File: src/spq_pkg.sv
// ---------------------------------------------------------------------------
// spq_pkg: shared types for the sorted priority queue
// Word formats of the request and response channels, action codes and the
// slot record passed between neighboring cells.
// ---------------------------------------------------------------------------
`default_nettype none

package spq_pkg;

  localparam logic [1:0] ACT_INSERT  = 2'd0;
  localparam logic [1:0] ACT_APPEND  = 2'd1;
  localparam logic [1:0] ACT_DEQUEUE = 2'd2;

  typedef struct packed {
    logic [1:0]  action;
    logic [15:0] priority_req;
    logic [15:0] tag;
  } req_word_t;

  typedef struct packed {
    logic        accepted;
    logic [15:0] out_tag;
    logic        now_empty;
    logic        now_full;
    logic [4:0]  entry_count;
  } rsp_word_t;

  // contents of one cell
  typedef struct packed {
    logic        valid;
    logic [15:0] prio;
    logic [15:0] tag;
  } slot_t;

  // operation broadcast to every cell
  typedef struct packed {
    logic        ins;     // ordered insert
    logic        app;     // append at back
    logic        deq;     // remove front
    logic [15:0] prio;
    logic [15:0] tag;
  } cell_op_t;

endpackage

`default_nettype wire

File: src/spq_cell.sv
// ---------------------------------------------------------------------------
// spq_cell: one slot of the queue
// Holds one entry. On insert or append it keeps, takes the new entry or
// takes its left neighbor; on dequeue it takes its right neighbor.
// ---------------------------------------------------------------------------
`default_nettype none

module spq_cell (
  input  wire logic             clk,
  input  wire logic             rst,
  input  wire spq_pkg::cell_op_t op,
  input  wire spq_pkg::slot_t   left,
  input  wire spq_pkg::slot_t   right,
  input  wire logic             found_in,
  output spq_pkg::slot_t        slot,
  output logic                  found_out
);
  import spq_pkg::*;

  logic  mark;
  slot_t slot_next;

  // first marked cell is the insert point; empty cells are contiguous at back
  always_comb begin
    if (op.app) begin
      mark = !slot.valid;
    end else begin
      mark = !slot.valid || (slot.prio > op.prio);
    end
  end

  assign found_out = found_in || mark;

  always_comb begin
    slot_next = slot;
    if (op.ins || op.app) begin
      if (found_in) begin
        slot_next = left;
      end else if (mark) begin
        slot_next.valid = 1'b1;
        slot_next.prio  = op.prio;
        slot_next.tag   = op.tag;
      end
    end else if (op.deq) begin
      slot_next = right;
    end
  end

  always_ff @(posedge clk) begin
    if (rst) begin
      slot.valid <= 1'b0;
    end else begin
      slot.valid <= slot_next.valid;
    end
    slot.prio <= slot_next.prio;
    slot.tag  <= slot_next.tag;
  end

endmodule

`default_nettype wire

File: src/sorted_priority_queue.sv
// ---------------------------------------------------------------------------
// sorted_priority_queue: bounded ordered queue of (priority, tag) entries
// A row of CAPACITY cells kept front to back; inserts shift the tail right,
// dequeues shift the whole row left.
//
//   channel  direction  handshake          word
//   req      in         req_valid/stall    action, priority_req, tag
//   rsp      out        rsp_valid/stall    accepted, out_tag, flags, count
//
// A word is taken per cycle unless stalled; each gets a registered response.
// The insert point comes from a compare in every cell and a found chain
// through the row, which sets the cycle time.
// Reset empties the queue at once; slot contents are not cleared.
// A stalled response holds req_stall high until it is taken.
// ---------------------------------------------------------------------------
`default_nettype none

module sorted_priority_queue #(
  parameter int CAPACITY = 16
) (
  input  wire logic               clk,
  input  wire logic               rst,
  input  wire logic               req_valid,
  output logic                    req_stall,
  input  wire spq_pkg::req_word_t req,
  output logic                    rsp_valid,
  input  wire logic               rsp_stall,
  output spq_pkg::rsp_word_t      rsp
);
  import spq_pkg::*;

  localparam int CW = $clog2(CAPACITY + 1);

  slot_t       slots [CAPACITY];
  logic        found [CAPACITY+1];
  cell_op_t    op;
  logic        take;
  logic        full;
  logic        empty;
  logic        ok;
  logic [CW-1:0] count;
  logic [CW-1:0] count_next;
  logic [CW+4:0] count_ext;
  rsp_word_t   rsp_next;

  assign req_stall = rsp_valid && rsp_stall;
  assign take      = req_valid && !req_stall;
  assign full      = slots[CAPACITY-1].valid;
  assign empty     = !slots[0].valid;

  always_comb begin
    op      = '0;
    op.prio = req.priority_req;
    op.tag  = req.tag;
    ok      = 1'b0;
    if (take) begin
      unique case (req.action)
        ACT_INSERT: begin
          op.ins = !full;
          ok     = !full;
        end
        ACT_APPEND: begin
          op.app = !full;
          ok     = !full;
        end
        ACT_DEQUEUE: begin
          op.deq = !empty;
          ok     = !empty;
        end
        default: ;
      endcase
    end
  end

  assign found[0] = 1'b0;

  for (genvar i = 0; i < CAPACITY; i++) begin : g_cell
    slot_t left;
    slot_t right;
    if (i == 0) begin : g_first
      assign left = '0;
    end else begin : g_mid
      assign left = slots[i-1];
    end
    if (i == CAPACITY - 1) begin : g_last
      assign right = '0;
    end else begin : g_inner
      assign right = slots[i+1];
    end
    spq_cell u_cell (
      .clk       (clk),
      .rst       (rst),
      .op        (op),
      .left      (left),
      .right     (right),
      .found_in  (found[i]),
      .slot      (slots[i]),
      .found_out (found[i+1])
    );
  end

  always_comb begin
    count_next = count;
    if (op.ins || op.app) begin
      count_next = count + CW'(1);
    end else if (op.deq) begin
      count_next = count - CW'(1);
    end
  end

  assign count_ext = {5'b0, count_next};

  always_comb begin
    rsp_next.accepted    = ok;
    rsp_next.out_tag     = op.deq ? slots[0].tag : 16'd0;
    rsp_next.now_empty   = (count_next == '0);
    rsp_next.now_full    = (count_next == CW'(CAPACITY));
    rsp_next.entry_count = count_ext[4:0];
  end

  always_ff @(posedge clk) begin
    if (rst) begin
      count     <= '0;
      rsp_valid <= 1'b0;
    end else begin
      count <= count_next;
      if (take) begin
        rsp_valid <= 1'b1;
      end else if (!rsp_stall) begin
        rsp_valid <= 1'b0;
      end
    end
    if (take) begin
      rsp <= rsp_next;
    end
  end

endmodule

`default_nettype wire
File: config.mk
export PLATFORM = sky130hd
export DESIGN_NAME = sorted_priority_queue
export DESIGN_NICKNAME = d
export VERILOG_FILES = /design/src/spq_pkg.sv /design/src/spq_cell.sv /design/src/sorted_priority_queue.sv
export SDC_FILE = /design/constraint.sdc
export NUM_CORES = 2
export LEC_CHECK = 0
export BUFFER_PORTS_ARGS = -buffer_cell sky130_fd_sc_hd__buf_2
export CAP_MARGIN = 20
export CORE_UTILIZATION = 30
export CTS_BUF_LIST = sky130_fd_sc_hd__clkbuf_8
export DETAILED_ROUTE_END_ITERATION = 10
export PLACE_DENSITY = 0.44
export SYNTH_ARGS = -nofsm -noshare
export SYNTH_HDL_FRONTEND = slang
export SYNTH_SLANG_ARGS = --single-unit
File: constraint.sdc
create_clock -name clk -period 12.41 [get_ports clk]
set_input_delay 2.482 -clock clk [delete_from_list [all_inputs] [get_ports clk]]
set_output_delay 2.482 -clock clk [all_outputs]
set_load 0.02 [all_outputs]
==> impl_metrics.py <==
metrics = {
    "status": {
        "run_status": "completed",
    },
    "die": {
        "initial_utilization": 0.302,
        "pin_count": 64,
        "row_count": 122,
        "die_width_um": 336,
        "core_area_um2": 111000,
        "fp.dieH_um": 336,
        "dieArea_um2": 113000,
    },
    "timing": {
        "max_slew_margin": 0.281,
        "clock_skew_ns": 0.0502,
        "setup_viol": 0,
        "fmax_mhz": 140,
        "drv_slew": 0,
        "worst_slew_pin_slew_ns": 1.08,
        "finalCritPeriodShare": 0.576,
        "whs_ns": 0.511,
        "finalHoldViolations": 0,
        "grt_setup_unrepaired": "false",
        "fin_setup_tns_ns": 0,
        "period_minus_slack_ns": 7.15,
    },
    "placement": {
        "gp_congestion": 0.864,
        "dp_cells": 4718,
        "dp_hpwl_mm": 79.4,
        "place_area_um2": 35200,
        "portBuffers": 63,
    },
    "routing": {
        "drc": 0,
        "ant_nets": 0,
        "firstDrtPassIters": 8,
        "num_vias": 27000,
        "drtIter0Drc": 2267,
        "viasPerCell": 5.51,
        "wire_per_inst_um": 25.0,
        "totalWireLength_mm": 122,
    },
    "layout": {
        "instances_no_fill": 4899,
        "final_nets": 3613,
        "drive_gt1_frac": 0.0851,
        "syn_to_final_growth_pct": 10.8,
        "final_area_um2": 37100,
    },
    "worst_hold_path": {
        "min_path_type": "reg -> reg",
        "hold_depth": 2,
        "min_to": "g_cell[4].u_cell.slot[32]",
        "hold_start": "g_cell[5].u_cell.slot[32]",
    },
    "cts": {
        "numCtsBuffers": 101,
        "clk_latency_ns": 0.76,
        "clockRootBuffer": "clkbuf_8",
        "postCtsHoldBufs": 0,
        "cts_tree": "yes",
        "clockBufferDepth": 3,
        "htree_levels": 3,
        "cts_setup_buffers": 0,
        "clk_pin_slew_worst_paths_ns": 0.06,
        "cts_sinks": 558,
        "cts_resized": 0,
    },
    "worst_setup_path": {
        "start_kind": "input pin",
        "path_class": "in -> reg",
        "crit_required_ns": 12.99,
        "cpPeakStageDelay_ns": 0.88,
        "r2r-end": "g_cell[12].u_cell.slot[4]",
        "end_kind": "register",
        "rr_worst_depth": 12,
        "critPathMaxFanout": 78,
        "crit_path_frequent_cell": "nand4_1",
        "cp_slowest_cell": "buf_4",
        "worstPathArrival_ns": 7.73,
        "crit_start": "req[30]",
        "r2r_setup_slack_ns": 7.13,
        "r2r_start": "rsp_valid",
        "cp_cell_sequence": "buf_2 -> inv_1 -> ha_1 -> nand4_1 -> a2111oi_0 -> o41ai_2 -> and3_1 -> and4_4 -> buf_4 -> nand4_1 -> a31oi_1",
    },
    "grt": {
        "grt_pass1_vias": 26700,
        "grt_pass1_wl_mm": 180,
        "grt.overflow.total": 0,
        "antenna_found_initial": 1,
        "grt_max_degree": 178,
        "grt_use_total": 0.213,
    },
    "synthesis": {
        "synthTopCellsByArea": "edfxtp_1 (48%), ha_1 (9.0%), mux2i_1 (6.7%)",
        "synth.avg_cell_area_um2": 9.91,
        "netlist_area_um2": 33500,
        "synth_common_cells": "nand2_1 (538), edfxtp_1 (536), nor2_1 (311), o21ai_0 (289), ha_1 (242)",
        "syn-num-nets": 3659,
        "ys_ff_latch": 558,
        "synth_most_common_cell": "nand2_1",
        "synth_top_cell_area_share": 0.481,
        "ys_warn_count": 0,
        "syn_inst": 3379,
        "synth_top_area_cell": "edfxtp_1",
        "ys_async_sr_fraction": 0,
        "synth-edff-count": 536,
        "ys_seq_area_frac": 0.494,
        "ys_types": 75,
        "yosys_most_used_dff": "edfxtp_1",
    },
    "flow_run": {
        "maxCapViolations": 0,
    },
    "power": {
        "p_per_area_nw_per_um2": 125,
        "total_power_uw": 4630,
        "max-vdd-ir-drop_mv": 0.0731,
        "p_leak_uw": 0.0145,
    },
}
==> worst max-delay path: cells and delay by family <==
| family | cells | cell delay [ns] |
|---|---|---|
| compound gates | 3 | 1.06 |
| simple gates | 4 | 1.82 |
| fa+ha+maj | 1 | 0.46 |
| buf+inv | 3 | 1.73 |
==> logic make-up after synthesis <==
kind of cell               Yosys count  share of synthesized area
AOI/OAI and AO/OA                  848                      0.154
xor gates and xnor gates             4                    0.00105
adders and majority gates          242                     0.0905
buffers and inverters              321                     0.0404
DFF                                558                      0.494
muxes                              225                     0.0673
and+or+nand+nor                   1181                      0.153
==> per-stage QoR <==
step	setup WS [ns]	util
floorplan	5.39	-
global placement	4.57	0.318
detailed placement	4.54	0.318
CTS	5.36	0.335
global route	5.02	0.335
finish	5.26	0.335
==> sequential cells by signal (all words and copies together) (netlist names) <==
register,cells
rsp,24
count,5
rsp_valid,1
g_cell.u_cell.slot,528
==> where the power goes <==
group,switching [uW],internal (uW)
sequential,90.4,2220
clock,854,841
combinational,427,201
total,1370,3260
==> area by class of cell <==
type                            instances  area (um2)
Antenna cell                            2        5.00
Timing Repair Buffer                  117         771
Sequential cell                       558       16500
Inverter                               55         208
Clock buffer                          108        1490
Tap cell                             1488        1860
Multi-Input combinational cell       2500       15800
Clock inverter                         71         364
Fill cell                           11400       73600
==> routing by layer <==
metal,up-vias,GRT usage,share of wire
met2,817,0.339,0.46
met4,0,0.0887,0.039
li1,12500,-,-
met1,13400,0.293,0.46
met5,-,0,0
met3,213,0.0246,0.045
==> cell usage in the layout (no fill, tap or decap), types with 9 or more instances in the layout <==
cell type,instances
a31oi_1,192
dfxtp_1,22
a21o_1,21
clkinv_1,14
nor4_1,9
a311oi_1,11
o211ai_1,43
nand4_1,76
o21a_1,11
nor2_1,302
o21ai_0,288
nor2b_1,13
ha_1,242
a211oi_1,17
and2_1,18
nor3_1,10
buf_4,50
mux2i_1,225
edfxtp_1,536
a21oi_1,116
buf_2,63
inv_1,100
nand3_1,158
o21ai_1,35
nand2_1,535
o31ai_1,33
clkbuf_8,108
and3_1,10
==> worst max-delay path by stage <==
stage                                       to  slack, ns  depth (start not counted)
floorplan            g_cell[10].u_cell.slot[0]       5.39                         12
global placement     g_cell[11].u_cell.slot[2]       4.57                         12
detailed placement   g_cell[12].u_cell.slot[7]       4.54                         11
CTS                 g_cell[12].u_cell.slot[13]       5.36                         11
global route         g_cell[12].u_cell.slot[1]       5.02                         12
finish               g_cell[12].u_cell.slot[4]       5.26                         11
(Power assumes the default switching activity.)
